[src/hdl/sssd_pkg.sv]
// shared constants and codes for the seven-segment scan driver
`default_nettype none

package sssd_pkg;

    localparam int SLOT_TICKS_DEF   = 120;
    localparam int BLINK_FRAMES_DEF = 60;
    localparam int ON_STEPS         = 6;

    localparam int NUM_SLOTS   = 13;
    localparam int SLOT_W      = 4;
    localparam int SEG_W       = 8;
    localparam int STORE_DEPTH = 12;
    localparam int CFG_W       = 3;

    localparam logic [SEG_W-1:0]  SEG_BLANK    = 8'hff;
    localparam logic [2:0]        BRIGHT_MAX   = 3'd6;
    localparam logic [SLOT_W-1:0] SLOT_IND     = 4'd12;
    localparam logic [SLOT_W-1:0] SLOT_ROW0    = 4'd8;
    localparam logic [SLOT_W-1:0] SLOT_ROW2    = 4'd4;
    localparam logic [SLOT_W-1:0] ROW1_OFFSET  = 4'd4;

    typedef enum logic {
        ACT_TICK  = 1'b0,
        ACT_WRITE = 1'b1
    } t_action;

    typedef enum logic [1:0] {
        CFG_BRIGHTNESS = 2'd0,
        CFG_FLASH_EN   = 2'd1,
        CFG_FLASH_POS  = 2'd2,
        CFG_NONE       = 2'd3
    } t_cfg_index;

    localparam logic [1:0] ROW_IND     = 2'd3;
    localparam logic [1:0] COL_IND_SEG = 2'd0;
    localparam logic [1:0] COL_IND_LED = 2'd1;

endpackage

`default_nettype wire

[src/hdl/seven_segment_scan_driver.sv]
// multiplexed seven-segment scan driver: digit store, slot timing, blink and output register
//
// channel   direction  handshake                 payload
// in        input      i_in_valid / o_in_stall   i_action, i_row, i_column, i_seg_value
// out       output     o_out_valid / i_out_stall o_segments, o_slot, o_extra_led, o_frame_start
// cfg       input      i_cfg_wr_en               i_cfg_idx, i_cfg_wdata
//
// one beat per clock while the input is not stalled: a write updates the store, a tick registers one result
// the result register is the only stage; a new beat is taken while it drains the old one
// input stalls only when the result register is full and the output is stalled
// synchronous active-low reset blanks the store, resets counters and sets brightness to 6
`default_nettype none

module seven_segment_scan_driver #(
    parameter int SLOT_TICKS   = sssd_pkg::SLOT_TICKS_DEF,
    parameter int BLINK_FRAMES = sssd_pkg::BLINK_FRAMES_DEF
) (
    input  wire logic                       i_clk,
    input  wire logic                       i_rst_n,
    input  wire logic                       i_cfg_wr_en,
    input  wire logic [1:0]                 i_cfg_idx,
    input  wire logic [sssd_pkg::CFG_W-1:0] i_cfg_wdata,
    input  wire logic                       i_in_valid,
    output logic                            o_in_stall,
    input  wire logic                       i_action,
    input  wire logic [1:0]                 i_row,
    input  wire logic [1:0]                 i_column,
    input  wire logic [sssd_pkg::SEG_W-1:0] i_seg_value,
    output logic                            o_out_valid,
    input  wire logic                       i_out_stall,
    output logic [sssd_pkg::SEG_W-1:0]      o_segments,
    output logic [sssd_pkg::SLOT_W-1:0]     o_slot,
    output logic                            o_extra_led,
    output logic                            o_frame_start
);
    import sssd_pkg::*;

    localparam int TICK_W  = $clog2(SLOT_TICKS + 1);
    localparam int BF_W    = (BLINK_FRAMES > 2) ? $clog2(BLINK_FRAMES) : 1;
    localparam int ON_STEP = SLOT_TICKS / ON_STEPS;

    // configuration
    logic [2:0] r_brightness;
    logic       r_flash_en;
    logic [1:0] r_flash_pos;

    // display state
    logic [SEG_W-1:0]  r_store [STORE_DEPTH];
    logic [SEG_W-1:0]  r_ind_seg;
    logic              r_ind_led;
    logic [SLOT_W-1:0] r_slot;
    logic [TICK_W-1:0] r_tick;
    logic [BF_W-1:0]   r_blink_frames;
    logic              r_blink_phase;

    // result register
    logic              r_out_valid;
    logic [SEG_W-1:0]  r_segments;
    logic [SLOT_W-1:0] r_out_slot;
    logic              r_extra_led;
    logic              r_frame_start;

    logic              w_accept;
    logic              w_tick;
    logic              w_write;
    logic              w_first;
    logic [TICK_W-1:0] w_on_ticks;
    logic [SLOT_W-1:0] w_store_idx;
    logic [SEG_W-1:0]  n_segments;
    logic              n_extra_led;
    logic [BF_W-1:0]   n_blink_frames;
    logic              n_blink_phase;
    logic [TICK_W-1:0] n_tick;
    logic [SLOT_W-1:0] n_slot;
    logic              w_blank_digit;

    assign o_in_stall = r_out_valid & i_out_stall;
    assign w_accept   = i_in_valid & ~o_in_stall;
    assign w_tick     = w_accept & (i_action == ACT_TICK);
    assign w_write    = w_accept & (i_action == ACT_WRITE);

    assign w_first    = (r_slot == '0) && (r_tick == '0);
    assign w_on_ticks = TICK_W'(ON_STEP * int'(r_brightness));

    // row 1 first, then row 2, then row 0
    assign w_store_idx = (r_slot < SLOT_ROW0) ? (r_slot + ROW1_OFFSET) : (r_slot - SLOT_ROW0);

    always_comb begin
        n_blink_frames = r_blink_frames;
        n_blink_phase  = r_blink_phase;
        if (w_first && r_flash_en) begin
            if (r_blink_frames == BF_W'(BLINK_FRAMES - 1)) begin
                n_blink_frames = '0;
                n_blink_phase  = ~r_blink_phase;
            end else begin
                n_blink_frames = r_blink_frames + 1'b1;
            end
        end
    end

    // blanking uses the phase as updated on this very tick
    assign w_blank_digit = r_flash_en && n_blink_phase && (r_slot >= SLOT_ROW2)
                           && (r_slot < SLOT_ROW0)
                           && (r_slot[1:0] == r_flash_pos);

    always_comb begin
        n_segments  = SEG_BLANK;
        n_extra_led = 1'b1;
        if (r_tick < w_on_ticks) begin
            if (r_slot < SLOT_IND) begin
                n_segments = w_blank_digit ? SEG_BLANK : r_store[w_store_idx];
            end else begin
                n_segments  = r_ind_seg;
                n_extra_led = r_ind_led;
            end
        end
    end

    always_comb begin
        n_tick = r_tick + 1'b1;
        n_slot = r_slot;
        if (r_tick == TICK_W'(SLOT_TICKS - 1)) begin
            n_tick = '0;
            n_slot = (r_slot == SLOT_W'(NUM_SLOTS - 1)) ? '0 : (r_slot + 1'b1);
        end
    end

    always_ff @(posedge i_clk) begin
        if (!i_rst_n) begin
            r_brightness <= BRIGHT_MAX;
            r_flash_en   <= 1'b0;
            r_flash_pos  <= '0;
        end else if (i_cfg_wr_en) begin
            case (t_cfg_index'(i_cfg_idx))
                CFG_BRIGHTNESS: begin
                    if (i_cfg_wdata <= BRIGHT_MAX) begin
                        r_brightness <= i_cfg_wdata;
                    end
                end
                CFG_FLASH_EN:  r_flash_en  <= i_cfg_wdata[0];
                CFG_FLASH_POS: r_flash_pos <= i_cfg_wdata[1:0];
                default: ;
            endcase
        end
    end

    always_ff @(posedge i_clk) begin
        if (!i_rst_n) begin
            for (int i = 0; i < STORE_DEPTH; i++) begin
                r_store[i] <= SEG_BLANK;
            end
            r_ind_seg <= SEG_BLANK;
            r_ind_led <= 1'b1;
        end else if (w_write) begin
            if (i_row != ROW_IND) begin
                r_store[{i_row, i_column}] <= i_seg_value;
            end else if (i_column == COL_IND_SEG) begin
                r_ind_seg <= i_seg_value;
            end else if (i_column == COL_IND_LED) begin
                r_ind_led <= i_seg_value[0];
            end
        end
    end

    always_ff @(posedge i_clk) begin
        if (!i_rst_n) begin
            r_slot         <= '0;
            r_tick         <= '0;
            r_blink_frames <= '0;
            r_blink_phase  <= 1'b0;
        end else if (w_tick) begin
            r_slot         <= n_slot;
            r_tick         <= n_tick;
            r_blink_frames <= n_blink_frames;
            r_blink_phase  <= n_blink_phase;
        end
    end

    always_ff @(posedge i_clk) begin
        if (!i_rst_n) begin
            r_out_valid <= 1'b0;
        end else if (w_tick) begin
            r_out_valid <= 1'b1;
        end else if (!i_out_stall) begin
            r_out_valid <= 1'b0;
        end
    end

    always_ff @(posedge i_clk) begin
        if (w_tick) begin
            r_segments    <= n_segments;
            r_out_slot    <= r_slot;
            r_extra_led   <= n_extra_led;
            r_frame_start <= w_first;
        end
    end

    assign o_out_valid   = r_out_valid;
    assign o_segments    = r_segments;
    assign o_slot        = r_out_slot;
    assign o_extra_led   = r_extra_led;
    assign o_frame_start = r_frame_start;

    a_tick_range: assert property (@(posedge i_clk) disable iff (!i_rst_n)
        r_tick < TICK_W'(SLOT_TICKS) && r_slot < SLOT_W'(NUM_SLOTS))
        else $error("slot timing counter out of range");

    a_frame_slot: assert property (@(posedge i_clk) disable iff (!i_rst_n)
        (o_out_valid && o_frame_start) |-> (o_slot == '0))
        else $error("frame start outside slot zero");

    a_led_slot: assert property (@(posedge i_clk) disable iff (!i_rst_n)
        (o_out_valid && !o_extra_led) |-> (o_slot == SLOT_IND))
        else $error("extra led lit outside indicator slot");

    a_phase_flash: assert property (@(posedge i_clk) disable iff (!i_rst_n)
        !$stable(r_blink_phase) |-> $past(r_flash_en && w_tick && w_first))
        else $error("blink phase moved without a flashing frame start");

    a_result_tick: assert property (@(posedge i_clk) disable iff (!i_rst_n)
        (w_tick) |=> (o_out_valid && o_slot == $past(r_slot)))
        else $error("tick beat did not load the result register");

endmodule

`default_nettype wire
[config.mk]
export PLATFORM = sky130hd
export DESIGN_NAME = seven_segment_scan_driver
export DESIGN_NICKNAME = d
export VERILOG_FILES = /design/src/hdl/sssd_pkg.sv /design/src/hdl/seven_segment_scan_driver.sv
export SDC_FILE = /design/constraint.sdc
export NUM_CORES = 1
export LEC_CHECK = 0
export ABC_AREA = 1
export BUFFER_PORTS_ARGS = -buffer_cell sky130_fd_sc_hd__buf_4
export CORE_ASPECT_RATIO = 1.1
export CORE_MARGIN = 2
export CORE_UTILIZATION = 40
export DETAILED_ROUTE_END_ITERATION = 12
export SLEW_MARGIN = 5
export SYNTH_ARGS = -nofsm -noshare
export SYNTH_HDL_FRONTEND = slang
export SYNTH_SLANG_ARGS = --single-unit
[constraint.sdc]
create_clock -name i_clk -period 2.2 [get_ports i_clk]
set_input_delay 0.44 -clock i_clk [delete_from_list [all_inputs] [get_ports i_clk]]
set_output_delay 0.44 -clock i_clk [all_outputs]
set_load 0.01 [all_outputs]
Word level (Yosys, flattened, before mapping)
Memories as Yosys holds them, arrays and structs flattened. Cells that the tools add are included.

RAM bits: 96. Register bits after elaboration: 48. Memories kept: 1. Output and inout port bits: 16. Word-level logic and storage cells: 82. Input bits: 23.

Bitwise operators: 10. Multiplexer cells: 18. Add/sub/neg operators: 5. Multipliers: 1. Equality and inequality tests: 9. $lt $le $gt $ge: 5. Reduce and logical (&&, ||, !) cells: 19.

Memory list: r_store (depth 12, bits a word 8, rd ports 1, clocked after memory_dff 0, write ports 12, line seven_segment_scan_driver.sv:48) `logic [SEG_W-1:0] r_store [STORE_DEPTH];`.

Operator list (number): two-way mux 8 bit (3); two-way mux 4 bit (3); two-way mux 1 bit (10); < comparator 4 bit, second input constant (2); AND reduction 2 bit (4); OR reduction 8 bit (1); adder 7 x 1 -> 7 bit, second input constant (1); == test 7 bit, second input constant (1); zero test 7 bit (1); < comparator 7 bit (1); two-way mux 7 bit (1); adder 6 x 1 -> 6 bit, second input constant (1); == test 6 bit, second input constant (1); logical AND 1 bit (6); two-way mux 6 bit (1); inverter 1 bit (6); AND reduction 3 bit (2); multiplier 3 x 3 -> 5 bit, first input constant (1); adder 4 x 1 -> 4 bit, second input constant (1); adder 4 x 3 -> 4 bit, second input constant (1); AND 1 bit (4); == test 2 x 1 -> 1 bit, second input constant (2); == test 4 bit, second input constant (1); >= comparator 4 x 3 -> 1 bit, second input constant (1); other kinds (10) (11).

Longest topological paths before layout
Gate-level depths: netlist (run 1).

Word-level depth: 10. Mapped depth: 13. Depth with buffers taken out: 11.

Worst setup path before layout (run 1)
OpenSTA, ideal clock, no wires.

Kind: input -> register. Start point: input port i_out_stall. End point: memory r_store[11][0], enable pin. Data required time: 1.816 ns. Buffers on the path: 0. Library setup time: 0.384 ns. Path slack: 0.050 ns. Stages on the path: 7. Arrival: 1.766 ns. Cell sequence: nand2_1 > nand3_2 > nor2_4 > inv_2 > nor3_2 > inv_2 > o21ai_0.

RTL lines: from (decl) (line seven_segment_scan_driver.sv:30) `input wire logic i_out_stall,`; to (decl) (line seven_segment_scan_driver.sv:48).

Final worst setup path (run 1)
Start point: register r_brightness[2]. End point: register r_segments[3] (netlist: o_segments[3]) (data pin).

Word-level cells in the longest chain between the ends: 2.

RTL lines: from (decl) (line seven_segment_scan_driver.sv:43) `logic [2:0] r_brightness;`; from (signal assigned) (line seven_segment_scan_driver.sv:137) `r_brightness <= i_cfg_wdata;`; multiplier 3 x 3 -> 5 bit (line seven_segment_scan_driver.sv:83) `assign w_on_ticks = TICK_W'(ON_STEP * int'(r_brightness));`; < comparator 7 bit (line seven_segment_scan_driver.sv:109) `if (r_tick < w_on_ticks) begin`; to (signal assigned) (line seven_segment_scan_driver.sv:191) `r_segments <= n_segments;`; to (decl) (line seven_segment_scan_driver.sv:58) `logic [SEG_W-1:0] r_segments;`.

Every way passes these cells. A chain may end at the register's enable or synchronous reset.

==> qor.txt, run 1 <==
CLOCK TREE
--------------------------------------------------------------------------------
Clock insertion delay at the later pin of the skew report .........      0.43 ns
Clock-pin slew on the worst setup and hold paths ..................      0.07 ns
Maximum level of the CTS H-tree ...................................            4
Sink count of the clock tree ......................................          176
Maximum number of buffers from clock root to sink .................            2
Cell chosen for the clock root .................................... sky130_fd_sc_hd__clkbuf_16
Post CTS Setup Buffer Count .......................................            0
CTS tree ..........................................................          yes
TritonCTS buffer count ............................................           17

PLACED DESIGN
--------------------------------------------------------------------------------
Worst slack after detailed placement ..............................     0.112 ns
Standard cell area after detailed placement .......................    9380 um^2
# port buffers ....................................................           38
Cell count after placement ........................................         1327
Final weighted congestion in routability-driven placement .........        0.788
Post-detailed-placement half-perimeter wirelength .................      12.7 mm

CELLS AND AREA
--------------------------------------------------------------------------------
Fraction of final layout cells with drive strength greater than 1 .        11.0%
Commonest cells after routing, fill and taps aside ................ sky130_fd_sc_hd__nand2_1 (356), sky130_fd_sc_hd__inv_1 (164), sky130_fd_sc_hd__edfxtp_1 (142)
Final instance count without filler cells .........................         1359
ANT cells .........................................................            0
Post-layout nets ..................................................         1094
Most common cell after layout, fill and taps aside ................ sky130_fd_sc_hd__nand2_1
Area delta synth->final ...........................................        15.7%
Fin area ..........................................................    9950 um^2
Final core utilization ............................................        46.9%

TIMING
--------------------------------------------------------------------------------
Worst-case clock skew .............................................   0.00715 ns
Setup TNS after final layout ......................................         0 ns
Post-layout worst setup margin ....................................     0.110 ns
Worst Hold Margin .................................................     0.211 ns
Number of hold violations in the final report .....................            0
Pins over their slew limit ........................................            0
Tightest Pin Transition ...........................................     0.652 ns
Final setup violation count .......................................            0
Setup repair after global routing missed its margin ...............           no
Worst slew slack as a fraction of its limit .......................        56.5%
Share of the clock period used by the worst path ..................        95.0%
Achievable frequency ..............................................      478 MHz
Min cycle time layout .............................................      2.09 ns

LOGIC SYNTHESIS
--------------------------------------------------------------------------------
Synthesis Warnings ................................................            0
Post-synth top area cell .......................................... sky130_fd_sc_hd__edfxtp_1
Synthesized area divided by synthesized cell count ................    8.73 um^2
Area of the mapped netlist ........................................    8600 um^2
Post-synthesis sequential element count ...........................          176
Count of unique library cells instantiated by Yosys ...............           32
Yosys top cell area share .........................................        49.6%
Top area cells in the synthesized netlist ......................... sky130_fd_sc_hd__edfxtp_1 (50%), sky130_fd_sc_hd__nand2_1 (16%), sky130_fd_sc_hd__dfxtp_1 (7.9%)
Portion of the post-synthesis area used by sequential elements ....        57.5%
Number of cells produced by synthesis .............................          985

GLOBAL ROUTE
--------------------------------------------------------------------------------
Overall Global Routing Usage ......................................        17.9%
Wire length of the first global-routing pass ......................      30.7 mm
Total grt overflow ................................................            0
Maximum number of pins on one net before global-route repair ......           68
Antenna violations before repair ..................................            0
Via count of the first global-routing pass ........................         5779

CRITICAL PATH
--------------------------------------------------------------------------------
Top fanout value on the critical path .............................            9
Worst path cell trace ............................................. ha_1, ha_1, xnor2_2, ha_1, a21oi_1, o221ai_2, buf_4, a21oi_1, nand2_1
CP Launch Type ....................................................    flip-flop
Endpoint type of the worst setup path .............................    flip-flop
Launching element of the worst setup path ......................... r_brightness[2]
Reg-to-reg startpoint ............................................. r_brightness[2]
Critical path type ................................................ flip-flop to flip-flop
Arrival time of data at the critical path endpoint ................      2.28 ns
Most common cell on crit path ..................................... sky130_fd_sc_hd__ha_1
Buffer and inverter count on the worst path .......................            1
Gate family responsible for the most delay along the worst path ...  adder cells
Endpoint required time on the critical path .......................      2.39 ns
R2r setup slk .....................................................      0.11 ns
Stage delay of the slowest cell on the critical path ..............      0.35 ns
Endpoint of the worst-slack reg-to-reg timing path ................ o_segments[3]
Worst reg-to-reg path cell count ..................................            9
Worst-path cell with the longest stage delay ...................... sky130_fd_sc_hd__dfxtp_1

POWER AND IR DROP
--------------------------------------------------------------------------------
Maximum vdd drop ..................................................     0.309 mV
Power density relative to cell area ...............................  705 nW/um^2
Total power .......................................................      7.01 mW
Leakage dissipation ...............................................      4.40 nW

MIN PATH
--------------------------------------------------------------------------------
Hold wc startpoint ................................................ i_seg_value[2]
Worst Hold End .................................................... r_store[15][2]
Number of cells on the worst hold path ............................            1
Kind of path behind the tightest hold check ....................... input port to flip-flop

FLOORPLAN
--------------------------------------------------------------------------------
Die footprint .....................................................   22700 um^2
Area of the core ..................................................   21200 um^2
Initial core utilization ..........................................        40.5%
Row Count .........................................................           56
Height of the chip ................................................       158 um
Chip Width ........................................................       144 um
Ports placed on the boundary ......................................           39

OUTCOME
--------------------------------------------------------------------------------
Run status ........................................................ finished, final reports clean

ROUTE
--------------------------------------------------------------------------------
Residual antenna-violating net count after detailed routing .......            0
Aggregate routed wire length ......................................      19.3 mm
First-pass detailed-route iteration total .........................            6
Detailed-route vias per instance ..................................         4.62
Number of DRC markers after the initial detailed-route iteration ..          413
WL/cell ...........................................................      14.2 um
Via total after detailed routing ..................................         6274
DRC errors left ...................................................            0

JOB
--------------------------------------------------------------------------------
Reported max-cap violation count ..................................            0

-- layer usage --
| metal | share of wire [%] | vias to the layer above | track usage (%) |
|---|---|---|---|
| li1 | - | 3235 | - |
| met1 | 47 | 2902 | 23.8 |
| met2 | 48 | 109 | 30.0 |
| met3 | 3.0 | 28 | 2.90 |
| met4 | 2.1 | 0 | 5.98 |
| met5 | 0 | - | 0 |
-- worst max path at each step --
stage | cells after the start | endpoint
final | 9 | o_segments[3]
after global routing | 9 | o_segments[1]
after CTS | 9 | o_segments[2]
after detailed placement | 9 | o_segments[2]
after global placement | 9 | o_segments[1]
after floorplan | 7 | r_store[11][0]
-- area by class of cell --
cell class | instances | area, um^2
fill | 2026 | 11300
sequential | 176 | 4950
multi-input combinational | 629 | 2940
inverter | 172 | 646
timing repair buffer | 60 | 500
clock buffer | 18 | 429
tap | 290 | 363
clock inverter | 14 | 125
-- worst register-to-register path: stages, from the launching register on --
cell and delay (ns):
sky130_fd_sc_hd__dfxtp_1 0.35, sky130_fd_sc_hd__ha_1 0.19, sky130_fd_sc_hd__ha_1 0.21, sky130_fd_sc_hd__xnor2_2 0.14, sky130_fd_sc_hd__ha_1 0.30, sky130_fd_sc_hd__a21oi_1 0.17
sky130_fd_sc_hd__o221ai_2 0.12, sky130_fd_sc_hd__buf_4 0.18, sky130_fd_sc_hd__a21oi_1 0.12, sky130_fd_sc_hd__nand2_1 0.07
-- flip-flops by register name (all words and copies together) (netlist names) --
register and count:
r_store 128, o_segments 8, r_ind_seg 8, r_tick 7
r_blink_frames 6, o_slot 4, r_slot 4, r_brightness 3
r_flash_pos 2, o_extra_led 1, o_frame_start 1, o_out_valid 1
r_blink_phase 1, r_flash_en 1, r_ind_led 1
-- where the power goes --
part	switching (mW)	leakage, nW	internal (mW)	total [mW]
sequential	0.0343	1.52	3.71	3.74
combinational	0.273	2.62	0.130	0.403
clock	1.38	0.257	1.48	2.87
total	1.69	4.40	5.32	7.01
-- cell usage after synthesis, drive strengths merged --
| cell type | number |
|---|---|
| a211oi | 1 |
| a21oi | 27 |
| a31oi | 1 |
| buf | 22 |
| clkbuf | 17 |
| clkinv | 1 |
| conb | 1 |
| dfxtp | 34 |
| edfxtp | 142 |
| ha | 15 |
| inv | 171 |
| nand2 | 356 |
| nand3 | 105 |
| nand3b | 1 |
| nand4 | 8 |
| nor2 | 37 |
| nor3 | 6 |
| nor3b | 1 |
| o211ai | 10 |
| o21ai | 20 |
| o221ai | 1 |
| or2 | 1 |
| xnor2 | 3 |
| xor2 | 4 |
-- cells by family after synthesis --
kind of cell / share of synthesized area (%)
xor gates and xnor gates: 0.713
AOI/OAI and AO/OA: 3.87
DFF: 57.5
buffers and inverters: 9.87
adders and majority gates: 2.18
other: 0.0436
and+or+nand+nor: 25.8
-- timing repair --
item,CTS,global route
hold buffers,0,0
setup endpoints to repair,0,3
gates resized for setup,0,3
No activity file was read; power rests on OpenSTA's default activity.
==> run 2: changes to the inputs <==
PLACE_DENSITY = 0.58   (was not set)
==> qor.txt, run 2 (synthesis gave the netlist of run 1 again) <==
OUTCOME
--------------------------------------------------------------------------------
Run status ........................................................ finished, final reports clean

ROUTE
--------------------------------------------------------------------------------
Residual antenna-violating net count after detailed routing .......            0   unchanged
Aggregate routed wire length ......................................      19.3 mm   +0.15%
WL/cell ...........................................................      14.2 um   +0.30%
Via total after detailed routing ..................................         6268   -0.096%
Number of DRC markers after the initial detailed-route iteration ..          496   +20%
DRC errors left ...................................................            0   unchanged
First-pass detailed-route iteration total .........................            5   -1
Detailed-route vias per instance ..................................         4.62   about the same

CRITICAL PATH
--------------------------------------------------------------------------------
Endpoint of the worst-slack reg-to-reg timing path ................ o_segments[6]
Capturing instance or port of the critical path ................... o_segments[6]
Top fanout value on the critical path .............................            9   unchanged
Worst reg-to-reg path cell count ..................................            9   unchanged
Endpoint required time on the critical path .......................      2.38 ns   about the same
R2r setup slk .....................................................      0.12 ns   about the same
Reg-to-reg startpoint ............................................. r_brightness[2]
Critical path type ................................................ flip-flop to flip-flop
CP Launch Type ....................................................    flip-flop
Arrival time of data at the critical path endpoint ................      2.26 ns   -0.02 ns
Launching element of the worst setup path ......................... r_brightness[2]
Endpoint type of the worst setup path .............................    flip-flop

GLOBAL ROUTE
--------------------------------------------------------------------------------
Overall Global Routing Usage ......................................        18.1%   +0.22 points
Total grt overflow ................................................            0   unchanged
Via count of the first global-routing pass ........................         5882   +1.8%
Maximum number of pins on one net before global-route repair ......           68   unchanged
Wire length of the first global-routing pass ......................      30.8 mm   +0.36%
Antenna violations before repair ..................................            0   unchanged

TIMING
--------------------------------------------------------------------------------
Worst-case clock skew .............................................    0.0113 ns   +0.00418 ns
Worst slew slack as a fraction of its limit .......................        52.7%   -3.8 points
Worst Hold Margin .................................................     0.225 ns   +0.0134 ns
Final setup violation count .......................................            0   unchanged
Post-layout worst setup margin ....................................     0.120 ns   +0.00966 ns
Achievable frequency ..............................................      481 MHz   +0.46%
Setup TNS after final layout ......................................         0 ns   unchanged
Pins over their slew limit ........................................            0   unchanged
Min cycle time layout .............................................      2.08 ns   -0.00966 ns
Tightest Pin Transition ...........................................     0.708 ns   +0.0563 ns
Number of hold violations in the final report .....................            0   unchanged
Setup repair after global routing missed its margin ...............           no
Share of the clock period used by the worst path ..................        94.6%   -0.44 points

POWER AND IR DROP
--------------------------------------------------------------------------------
Combinational cell fraction of total power ........................         5.6%   about the same
Internal Power ....................................................      5.61 mW   +5.4%
Clk network pwr share .............................................        42.0%   +1.1 points
Leakage dissipation ...............................................      4.40 nW   about the same
Net switching power ...............................................      1.53 mW   -9.3%
Sw frac ...........................................................        21.5%   -2.7 points
Power share of the sequential group ...............................        52.4%   -1.0 points
Power density relative to cell area ...............................  718 nW/um^2   +1.8%
Maximum vdd drop ..................................................     0.430 mV   +39%

CLOCK TREE
--------------------------------------------------------------------------------
Cts hold-fix bufs .................................................            0   unchanged
Maximum number of buffers from clock root to sink .................            2   unchanged
Maximum level of the CTS H-tree ...................................            4   unchanged
Clock-pin slew on the worst setup and hold paths ..................      0.07 ns   about the same
Post CTS Setup Buffer Count .......................................            0   unchanged
Sink count of the clock tree ......................................          176   unchanged
CTS tree ..........................................................          yes
TritonCTS buffer count ............................................           17   unchanged
Cell chosen for the clock root .................................... sky130_fd_sc_hd__clkbuf_16
Clock insertion delay at the later pin of the skew report .........      0.43 ns   about the same

CELLS AND AREA
--------------------------------------------------------------------------------
Most common cell after layout, fill and taps aside ................ sky130_fd_sc_hd__nand2_1
Commonest cells after routing, fill and taps aside ................ sky130_fd_sc_hd__nand2_1 (356), sky130_fd_sc_hd__inv_1 (164), sky130_fd_sc_hd__edfxtp_1 (142)
Layout fillers ....................................................         2060   +1.7%
Max reg flops .....................................................          128   unchanged
ANT cells .........................................................            0   unchanged
Register ranked first by flip-flop count ..........................      r_store
Fraction of final layout cells with drive strength greater than 1 .        10.3%   -0.73 points
Area delta synth->final ...........................................        15.7%   about the same
Post-layout nets ..................................................         1093   -0.091%

FLOORPLAN
--------------------------------------------------------------------------------
Ports placed on the boundary ......................................           39   unchanged
Chip Width ........................................................       144 um   unchanged
Row Count .........................................................           56   unchanged
Initial core utilization ..........................................        40.5%   unchanged
Area of the core ..................................................   21200 um^2   unchanged
Height of the chip ................................................       158 um   unchanged
Die footprint .....................................................   22700 um^2   unchanged

PLACED DESIGN
--------------------------------------------------------------------------------
# port buffers ....................................................           38   unchanged
Worst slack after detailed placement ..............................     0.121 ns   +0.00911 ns
Post-detailed-placement half-perimeter wirelength .................      12.8 mm   +0.79%
Final weighted congestion in routability-driven placement .........        0.820   +4.0%

MIN PATH
--------------------------------------------------------------------------------
Kind of path behind the tightest hold check ....................... input port to flip-flop

JOB
--------------------------------------------------------------------------------
Reported max-cap violation count ..................................            0   unchanged

-- run 2: repair_timing --
action,CTS,global route
endpoints found under the hold margin,0,0
resized for setup,0,2
setup endpoints to repair,0,6
-- run 2: cell type report --
type	instances	area, um^2	area share [%]
clock inverters	11	139	1.40
clock buffers	20	437	4.39
inverters	172	646	6.49
well taps	290	363	3.65
repair buffers	59	493	4.95
multi-input cells	629	2930	29.4
flip-flops and latches	176	4950	49.7
-- run 2: worst min path at each step --
| stage | from | end | slack (ns) | depth (start not counted) |
|---|---|---|---|---|
| after detailed placement | r_flash_pos[0] | r_flash_pos[0] | 0.45 | 2 |
| after global placement | r_flash_pos[0] | r_flash_pos[0] | 0.45 | 2 |
| final | i_seg_value[6] | r_store[14][6] | 0.22 | 1 |
| after floorplan | r_slot[1] | o_slot[1] | 0.43 | 0 |
| after CTS | i_seg_value[1] | r_store[13][1] | 0.20 | 1 |
| after global routing | i_seg_value[4] | r_store[14][4] | 0.22 | 1 |
-- run 2: metal layers --
metal | wire length (um) | vias up | GRT usage, %
met5 | 0 | - | 0
met4 | 481 | 0 | 7.24
met3 | 702 | 32 | 2.84
met2 | 9310 | 127 | 30.5
met1 | 8810 | 2879 | 23.5
li1 | - | 3230 | -
-- run 2: critical path, cell delays in order (launching register included) --
cell and delay (ns):
sky130_fd_sc_hd__dfxtp_1 0.33, sky130_fd_sc_hd__ha_1 0.18, sky130_fd_sc_hd__ha_1 0.19, sky130_fd_sc_hd__xnor2_1 0.13, sky130_fd_sc_hd__ha_1 0.33, sky130_fd_sc_hd__a21oi_2 0.14, sky130_fd_sc_hd__o221ai_1 0.14, sky130_fd_sc_hd__buf_4 0.19
sky130_fd_sc_hd__a21oi_1 0.13, sky130_fd_sc_hd__nand2_1 0.07
-- run 2: per-stage QoR --
step	cell area (um^2)	power [mW]	std cells	util, %
3_5_place_dp	9370	4.22	1326	44.1
4_1_cts	9940	7.20	1357	46.8
5_1_grt	9950	7.36	1357	46.9
2_1_floorplan	8710	4.05	1016	-
6_report	9950	7.15	1357	46.9
3_3_place_gp	9370	4.22	1326	44.1
-- run 2: power by group through the flow --
stage | Clock, mW | Sequential (mW) | Combinational, mW
floorplan | 0 | 3.82 | 0.230
global placement | 0 | 3.82 | 0.398
detailed placement | 0 | 3.82 | 0.401
CTS | 3.05 | 3.75 | 0.403
global route | 3.15 | 3.76 | 0.452
finish | 3.00 | 3.75 | 0.399
